==> src/rtl/scld_pkg.sv <==
// Shared types and constants for the serial command line decoder.
// Depends on nothing; every other file of the block imports it.
package scld_pkg;

    typedef struct packed {
        logic       kind;
        logic [7:0] rx_byte;
        logic [1:0] new_mode;
    } scld_cmd_t;

    typedef struct packed {
        logic [1:0]        reply;
        logic              motor_stop;
        logic [1:0]        mode;
        logic signed [7:0] speed;
        logic signed [7:0] yaw_rate;
    } scld_rsp_t;

    localparam logic KIND_BYTE = 1'b0;
    localparam logic KIND_MODE = 1'b1;

    localparam logic [1:0] REPLY_NONE    = 2'd0;
    localparam logic [1:0] REPLY_ACK     = 2'd1;
    localparam logic [1:0] REPLY_REFUSED = 2'd2;
    localparam logic [1:0] REPLY_UNKNOWN = 2'd3;

    localparam logic [1:0] MODE_WAIT   = 2'd0;
    localparam logic [1:0] MODE_MOVING = 2'd1;
    localparam logic [1:0] MODE_EMERG  = 2'd2;
    localparam logic [1:0] MODE_NONE   = 2'd3;

    localparam logic [7:0] CH_CR    = 8'd13;
    localparam logic [7:0] CH_LF    = 8'd10;
    localparam logic [7:0] CH_SP    = 8'd32;
    localparam logic [7:0] CH_TAB   = 8'd9;
    localparam logic [7:0] CH_VT    = 8'd11;
    localparam logic [7:0] CH_FF    = 8'd12;
    localparam logic [7:0] CH_PLUS  = 8'd43;
    localparam logic [7:0] CH_MINUS = 8'd45;
    localparam logic [7:0] CH_COMMA = 8'd44;
    localparam logic [7:0] CH_ZERO  = 8'd48;
    localparam logic [7:0] CH_NINE  = 8'd57;

    localparam int PREFIX_LEN = 7;

    // Prefix texts; the first character sits in the most significant byte.
    localparam logic [PREFIX_LEN-1:0][7:0] TXT_REF = "$PCREF,";
    localparam logic [PREFIX_LEN-1:0][7:0] TXT_STP = "$PCSTP,";
    localparam logic [PREFIX_LEN-1:0][7:0] TXT_STT = "$PCSTT,";

    localparam logic [9:0] ACC_MAX = 10'd1023;
    localparam logic [9:0] REF_LIMIT = 10'd100;

    typedef enum logic [7:0] {
        PH_PRE1  = 8'b0000_0001,
        PH_SIGN1 = 8'b0000_0010,
        PH_DIG1  = 8'b0000_0100,
        PH_PRE2  = 8'b0000_1000,
        PH_SIGN2 = 8'b0001_0000,
        PH_DIG2  = 8'b0010_0000,
        PH_FAIL  = 8'b0100_0000,
        PH_DONE  = 8'b1000_0000
    } scld_phase_t;

endpackage

==> src/rtl/serial_command_line_decoder_unit.sv <==
// A result beat passes through the input register and then the result register.
// One input beat per cycle unless the result side stalls; single decode stage.
// The input register and the result register decouple both sides of the handshake.
// Reset (rst_n, asynchronous, active low) sets wait mode, zero references, empty line.
// Top level of the serial command line decoder; instantiates scld_core.
// Depends on scld_pkg for the beat types.
module serial_command_line_decoder_unit import scld_pkg::*; #(
    parameter int LINE_MAX = 64
) (
    input  logic      clk,
    input  logic      rst_n,
    input  logic      cmd_valid,
    output logic      cmd_ready,
    input  scld_cmd_t cmd,
    output logic      rsp_valid,
    input  logic      rsp_ready,
    output scld_rsp_t rsp
);

    logic      item_valid_reg, item_valid_next;
    scld_cmd_t item_reg;
    logic      rsp_valid_reg, rsp_valid_next;
    scld_rsp_t rsp_reg;
    logic      out_free;
    logic      advance;
    logic      res_valid;
    scld_rsp_t result;

    assign out_free  = !rsp_valid_reg || rsp_ready;
    assign advance   = item_valid_reg && out_free;
    assign cmd_ready = !item_valid_reg || out_free;

    scld_core #(
        .LINE_MAX (LINE_MAX)
    ) u_core (
        .clk       (clk),
        .rst_n     (rst_n),
        .step      (advance),
        .item      (item_reg),
        .res_valid (res_valid),
        .result    (result)
    );

    always_comb
    begin
        item_valid_next = item_valid_reg;
        if (cmd_valid && cmd_ready)
        begin
            item_valid_next = 1'b1;
        end
        else if (advance)
        begin
            item_valid_next = 1'b0;
        end

        rsp_valid_next = rsp_valid_reg;
        if (advance && res_valid)
        begin
            rsp_valid_next = 1'b1;
        end
        else if (rsp_ready)
        begin
            rsp_valid_next = 1'b0;
        end
    end

    always_ff @(posedge clk or negedge rst_n)
    begin
        if (!rst_n)
        begin
            item_valid_reg <= 1'b0;
            rsp_valid_reg  <= 1'b0;
        end
        else
        begin
            item_valid_reg <= item_valid_next;
            rsp_valid_reg  <= rsp_valid_next;
        end
    end

    always_ff @(posedge clk)
    begin
        if (cmd_valid && cmd_ready)
        begin
            item_reg <= cmd;
        end
        if (advance && res_valid)
        begin
            rsp_reg <= result;
        end
    end

    assign rsp_valid = rsp_valid_reg;
    assign rsp       = rsp_reg;

endmodule

==> src/rtl/scld_core.sv <==
// Line state and single-pass decode of one item of the command decoder.
// Depends on scld_pkg for the item types, characters and phase codes.
module scld_core import scld_pkg::*; #(
    parameter int LINE_MAX = 64
) (
    input  logic      clk,
    input  logic      rst_n,
    input  logic      step,
    input  scld_cmd_t item,
    output logic      res_valid,
    output scld_rsp_t result
);

    localparam int LW = $clog2(LINE_MAX);

    logic [1:0]        mode_reg, mode_next;
    logic [LW-1:0]     len_reg, len_next;
    logic [2:0]        match_reg, match_next;
    scld_phase_t       phase_reg, phase_next;
    logic              neg_reg, neg_next;
    logic [9:0]        acc_reg, acc_next;
    logic              first_neg_reg, first_neg_next;
    logic [9:0]        first_mag_reg, first_mag_next;
    logic signed [7:0] speed_reg, speed_next;
    logic signed [7:0] yaw_reg, yaw_next;

    logic [7:0]  c;
    logic        ws;
    logic        dig;
    logic [3:0]  d;
    logic [13:0] grown;
    logic [9:0]  acc_added;
    logic [2:0]  pos;
    logic [1:0]  reply;
    logic        stop;

    assign c = item.rx_byte;
    assign ws = (c == CH_SP) || (c == CH_TAB) || (c == CH_VT) || (c == CH_FF);
    assign dig = c inside {[CH_ZERO:CH_NINE]};
    assign d = c[3:0];
    assign grown = 14'(acc_reg) * 14'd10 + 14'(d);
    assign acc_added = (grown > 14'(ACC_MAX)) ? ACC_MAX : grown[9:0];
    assign pos = 3'(PREFIX_LEN - 1) - len_reg[2:0];

    always_comb
    begin
        mode_next      = mode_reg;
        len_next       = len_reg;
        match_next     = match_reg;
        phase_next     = phase_reg;
        neg_next       = neg_reg;
        acc_next       = acc_reg;
        first_neg_next = first_neg_reg;
        first_mag_next = first_mag_reg;
        speed_next     = speed_reg;
        yaw_next       = yaw_reg;
        res_valid      = 1'b0;
        reply          = REPLY_NONE;
        stop           = 1'b0;

        if (step)
        begin
            if (item.kind == KIND_MODE)
            begin
                if (item.new_mode != MODE_NONE)
                begin
                    mode_next = item.new_mode;
                end
                res_valid = 1'b1;
            end
            else if ((c == CH_CR) || (c == CH_LF))
            begin
                if (len_reg != '0)
                begin
                    res_valid = 1'b1;
                    if ((len_reg < LW'(PREFIX_LEN)) || (match_reg == 3'b000))
                    begin
                        reply = REPLY_UNKNOWN;
                    end
                    else if (match_reg[0])
                    begin
                        if (((phase_reg == PH_DIG2) || (phase_reg == PH_DONE)) &&
                            (first_mag_reg <= REF_LIMIT) && (acc_reg <= REF_LIMIT))
                        begin
                            speed_next = first_neg_reg ? -8'(first_mag_reg)
                                                       : 8'(first_mag_reg);
                            yaw_next   = neg_reg ? -8'(acc_reg) : 8'(acc_reg);
                        end
                    end
                    else if (mode_reg == MODE_EMERG)
                    begin
                        reply = REPLY_REFUSED;
                    end
                    else if (match_reg[1])
                    begin
                        mode_next = MODE_WAIT;
                        stop      = 1'b1;
                        reply     = REPLY_ACK;
                    end
                    else
                    begin
                        mode_next = MODE_MOVING;
                        reply     = REPLY_ACK;
                    end
                    len_next       = '0;
                    match_next     = 3'b111;
                    phase_next     = PH_PRE1;
                    neg_next       = 1'b0;
                    acc_next       = '0;
                    first_neg_next = 1'b0;
                    first_mag_next = '0;
                end
            end
            else if (len_reg < LW'(LINE_MAX - 1))
            begin
                len_next = len_reg + 1'b1;
                if (len_reg < LW'(PREFIX_LEN))
                begin
                    match_next[0] = match_reg[0] && (c == TXT_REF[pos]);
                    match_next[1] = match_reg[1] && (c == TXT_STP[pos]);
                    match_next[2] = match_reg[2] && (c == TXT_STT[pos]);
                end
                else
                begin
                    case (phase_reg)
                        PH_PRE1, PH_PRE2:
                        begin
                            if (ws)
                            begin
                                phase_next = phase_reg;
                            end
                            else if ((c == CH_PLUS) || (c == CH_MINUS))
                            begin
                                neg_next   = (c == CH_MINUS);
                                phase_next = (phase_reg == PH_PRE1) ? PH_SIGN1 : PH_SIGN2;
                            end
                            else if (dig)
                            begin
                                neg_next   = 1'b0;
                                acc_next   = 10'(d);
                                phase_next = (phase_reg == PH_PRE1) ? PH_DIG1 : PH_DIG2;
                            end
                            else
                            begin
                                phase_next = PH_FAIL;
                            end
                        end
                        PH_SIGN1, PH_SIGN2:
                        begin
                            if (dig)
                            begin
                                acc_next   = 10'(d);
                                phase_next = (phase_reg == PH_SIGN1) ? PH_DIG1 : PH_DIG2;
                            end
                            else
                            begin
                                phase_next = PH_FAIL;
                            end
                        end
                        PH_DIG1:
                        begin
                            if (dig)
                            begin
                                acc_next = acc_added;
                            end
                            else if (c == CH_COMMA)
                            begin
                                first_neg_next = neg_reg;
                                first_mag_next = acc_reg;
                                acc_next       = '0;
                                neg_next       = 1'b0;
                                phase_next     = PH_PRE2;
                            end
                            else
                            begin
                                phase_next = PH_FAIL;
                            end
                        end
                        PH_DIG2:
                        begin
                            if (dig)
                            begin
                                acc_next = acc_added;
                            end
                            else
                            begin
                                phase_next = PH_DONE;
                            end
                        end
                        default:
                        begin
                            phase_next = phase_reg;
                        end
                    endcase
                end
            end
        end
    end

    always_comb
    begin
        result.reply      = reply;
        result.motor_stop = stop;
        result.mode       = mode_next;
        result.speed      = speed_next;
        result.yaw_rate   = yaw_next;
    end

    always_ff @(posedge clk or negedge rst_n)
    begin
        if (!rst_n)
        begin
            mode_reg      <= MODE_WAIT;
            len_reg       <= '0;
            match_reg     <= 3'b111;
            phase_reg     <= PH_PRE1;
            neg_reg       <= 1'b0;
            acc_reg       <= '0;
            first_neg_reg <= 1'b0;
            first_mag_reg <= '0;
            speed_reg     <= '0;
            yaw_reg       <= '0;
        end
        else
        begin
            mode_reg      <= mode_next;
            len_reg       <= len_next;
            match_reg     <= match_next;
            phase_reg     <= phase_next;
            neg_reg       <= neg_next;
            acc_reg       <= acc_next;
            first_neg_reg <= first_neg_next;
            first_mag_reg <= first_mag_next;
            speed_reg     <= speed_next;
            yaw_reg       <= yaw_next;
        end
    end

endmodule

==> config.mk <==
export PLATFORM = sky130hd
export DESIGN_NAME = serial_command_line_decoder_unit
export DESIGN_NICKNAME = d
export VERILOG_FILES = /design/src/rtl/scld_pkg.sv /design/src/rtl/serial_command_line_decoder_unit.sv /design/src/rtl/scld_core.sv
export SDC_FILE = /design/constraint.sdc
export NUM_CORES = 1
export LEC_CHECK = 0
export CAP_MARGIN = 25
export CORE_ASPECT_RATIO = 0.7
export CORE_MARGIN = 5
export CORE_UTILIZATION = 43
export DETAILED_ROUTE_END_ITERATION = 10
export DONT_BUFFER_PORTS = 1
export PLACE_DENSITY = 0.6
export SYNTH_ARGS = -nofsm -noshare
export SYNTH_HDL_FRONTEND = slang
export SYNTH_SLANG_ARGS = --single-unit
==> constraint.sdc <==
create_clock -name clk -period 4.3 [get_ports clk]
set_clock_uncertainty 0.15 [all_clocks]
set_input_delay 0.645 -clock clk [delete_from_list [all_inputs] [get_ports clk]]
set_output_delay 0.645 -clock clk [all_outputs]
set_load 0.01 [all_outputs]
==> impl_metrics.tcl <==
set metrics [dict create \
    clk_pin_slew_ns 0.07 \
    finalCritPeriodShare_pct 91.4 \
    cp.arrival_ns 4.02 \
    final_nets 566 \
    rows 33 \
    via_count 3873 \
    first_pass_iters 5 \
    grt_usage_pct 16.6 \
    io_pins 38 \
    layout_commonest_cell "nand2_1" \
    async_reset_ff_share_pct 64.8 \
    place_inst 668 \
    critical_path_peak_fanout 6 \
    antenna_found_initial 0 \
    timing.fmax_mhz 254 \
    dp_hpwl_um 8610 \
    layout_common_cells "nand2_1, dfrtp_1, o21ai_0, nor2_1, edfxtp_1" \
    ys_types 63 \
    use_met2_pct 23.6 \
    die_h_um 102 \
    syn_inst 525 \
    tightestPinTransition_ns 0.687 \
    setup_viol 0 \
    hold_viol 0 \
    synth_edf_count 32 \
    grt_pass1_wl_um 19200 \
    ys_seq_area_share_pct 46.9 \
    place_ws_ns 0.207 \
    ant_nets 0 \
    p_int_mw 1.62 \
    use_met3_pct 4.68 \
    fillers 1092 \
    required_ns 4.39 \
    synthFlopType "dfrtp_1" \
    ys_ff_latch 91 \
    synth_top_family_by_area "simple AND/OR/NAND/NOR gates" \
    pwr-share-comb_pct 20.7 \
    period_needed_ns 3.93 \
    place.gp.congestion 0.905 \
    drc_errors 0 \
    syn_to_final_growth_pct 9.70 \
    end_kind "register" \
    cts_tree "done" \
    grt_pass1_vias 3688 \
    p_sw_share_pct 31.9 \
    synth_mux_area_share_pct 2.43 \
    finalSetupTns_ns 0 \
    post_cts_buffers 0 \
    power_frac_clock_pct 34.9 \
    synth_area_leader_cell "dfrtp_1" \
    dpl_cell_area_um2 5360 \
    ys_top_cells_by_area "dfrtp_1, edfxtp_1, ha_1, nand2_1, o21ai_0" \
    cts_buffers 9 \
    viasPerCell 5.65 \
    synthAdderAreaFrac_pct 7.21 \
    outcome "finished clean" \
    grt.busiest_layer "met1" \
    stdcell_area_um2 5710 \
    slew_headroom_pct 54.1 \
    synthXorXnorAreaFrac_pct 5.72 \
    drv_slew 0 \
    synthesis.nets 568 \
    drive_gt1_share_pct 8.33 \
    fin_cells 685 \
    grt-ovfl-total 0 \
    ctsLongestPathBuffers 2 \
    switchingPower_mw 0.756 \
    yosys_warnings 0 \
    pwr-share-seq_pct 44.4 \
    syn_area_per_cell_um2 9.92 \
    synth.cell_area_um2 5210 \
    die-area_um2 14400 \
    dieWidth_um 142 \
    worstSkewPairLatency_ns 0.34 \
    drtIter0Drc 369 \
    grt_max_degree 60 \
    irDropWorstVdd_uv 200 \
    startpoint_type "register" \
    largest_reg_flops 21 \
    synth_compound_area_share_pct 15.5 \
    rsz0062_at_grt "false" \
    p_leak_nw 2.37 \
    grtUsageMet1_pct 25.3 \
    synth-simple-area-share_pct 19.1 \
    cts.sinks 91 \
    holdWs_ns 0.00200 \
    synth.top_cell.area_share_pct 26.4 \
    routedWlPerCell_um 17.2 \
    cellPowerDensity_nw_per_um2 415 \
    wl_um 11800 \
    hp-class "in2async" \
    initial_core_util_pct 44.3 \
    layout_setup_ws_ns 0.368 \
    root_buffer "clkbuf_16" \
    io_buffer_count 0 \
    crit_type "reg2reg" \
    htreeDepth 3 \
    max_cap_violations 0 \
    diodes 0 \
    core_um2 11800 \
]
==> layout make-up <==
type | count | area, µm² | share of cell area, %
multi-input combinational | 397 | 2620 | 45.8
inverter | 16 | 60.1 | 1.05
clock buffer | 9 | 225 | 3.94
clock inverter | 7 | 95.1 | 1.66
timing repair buffer | 8 | 80.1 | 1.40
tap | 157 | 196 | 3.44
sequential | 91 | 2440 | 42.7
==> critical path, cell delays in order, from the launching register on <==
cell	delay [ns]
dfrtp_1	0.48
ha_1	0.33
ha_1	0.23
inv_1	0.07
fa_1	0.48
nor4b_1	0.51
nand4b_1	0.24
nor4b_2	0.37
mux2i_2	0.46
nor2_1	0.20
a311oi_1	0.31
==> worst paths after layout <==
check | cells after the start | endpoint | startpoint | slack, ns
worst min register to register | 2 | u_core.yaw_reg[2] | u_core.yaw_reg[2] | 0.34
worst max register to register | 10 | u_core.acc_reg[6] | u_core.acc_reg[1] | 0.37
worst max-delay path | 10 | u_core.acc_reg[6] | u_core.acc_reg[1] | 0.37
worst min-delay path | 1 | u_core.len_reg[1] | rst_n | 0.002
min in group clk | 0 | item_reg[1] | cmd[1] | 0.25
max in group asynchronous | 1 | u_core.match_reg[0] | rst_n | 3.67
==> cells in the mapped netlist (all sizes together) (11+ instances only) <==
master,instances
edfxtp,32
clkbuf,12
nand3,12
inv,16
nand2,71
nor3,11
ha,26
dfrtp,55
a21oi,20
nand2b,13
o21ai,53
nor2,39
xor2,24
==> per-stage QoR <==
step | utilization [%] | total power, mW
detailed placement | 45.5 | 1.54
floorplan | - | 1.42
CTS | 48.5 | 2.39
global placement | 45.5 | 1.53
global route | 48.6 | 2.51
finish | 48.6 | 2.37
==> power groups by stage <==
stage | combinational [mW] | clock, mW | sequential, mW
after floorplan | 0.393 | 0 | 1.03
after global placement | 0.463 | 0 | 1.06
after detailed placement | 0.471 | 0 | 1.07
after CTS | 0.487 | 0.853 | 1.05
after global routing | 0.550 | 0.894 | 1.06
final | 0.492 | 0.828 | 1.05
==> metal layers <==
metal  part of all wire [%]  routed length [µm]
met1                     52                6090
met2                     42                4910
met3                    5.6                 653
met4                   0.85                 100
met5                      0                   0
==> cells by family after synthesis <==
family / count (synthesis)
adders and majority gates: 29
DFF: 91
muxes: 12
buffers and inverters: 37
AOI/OAI and AO/OA: 124
xor gates and xnor gates: 34
and+or+nand+nor: 198
==> what timing repair did <==
action | in CTS | in global routing
endpoints found under the setup margin | 0 | 5
gates resized for setup | 0 | 2
hold buffers | 1 | 0
hold endpoints to repair | 59 | 0
(Power assumes the default switching activity.)
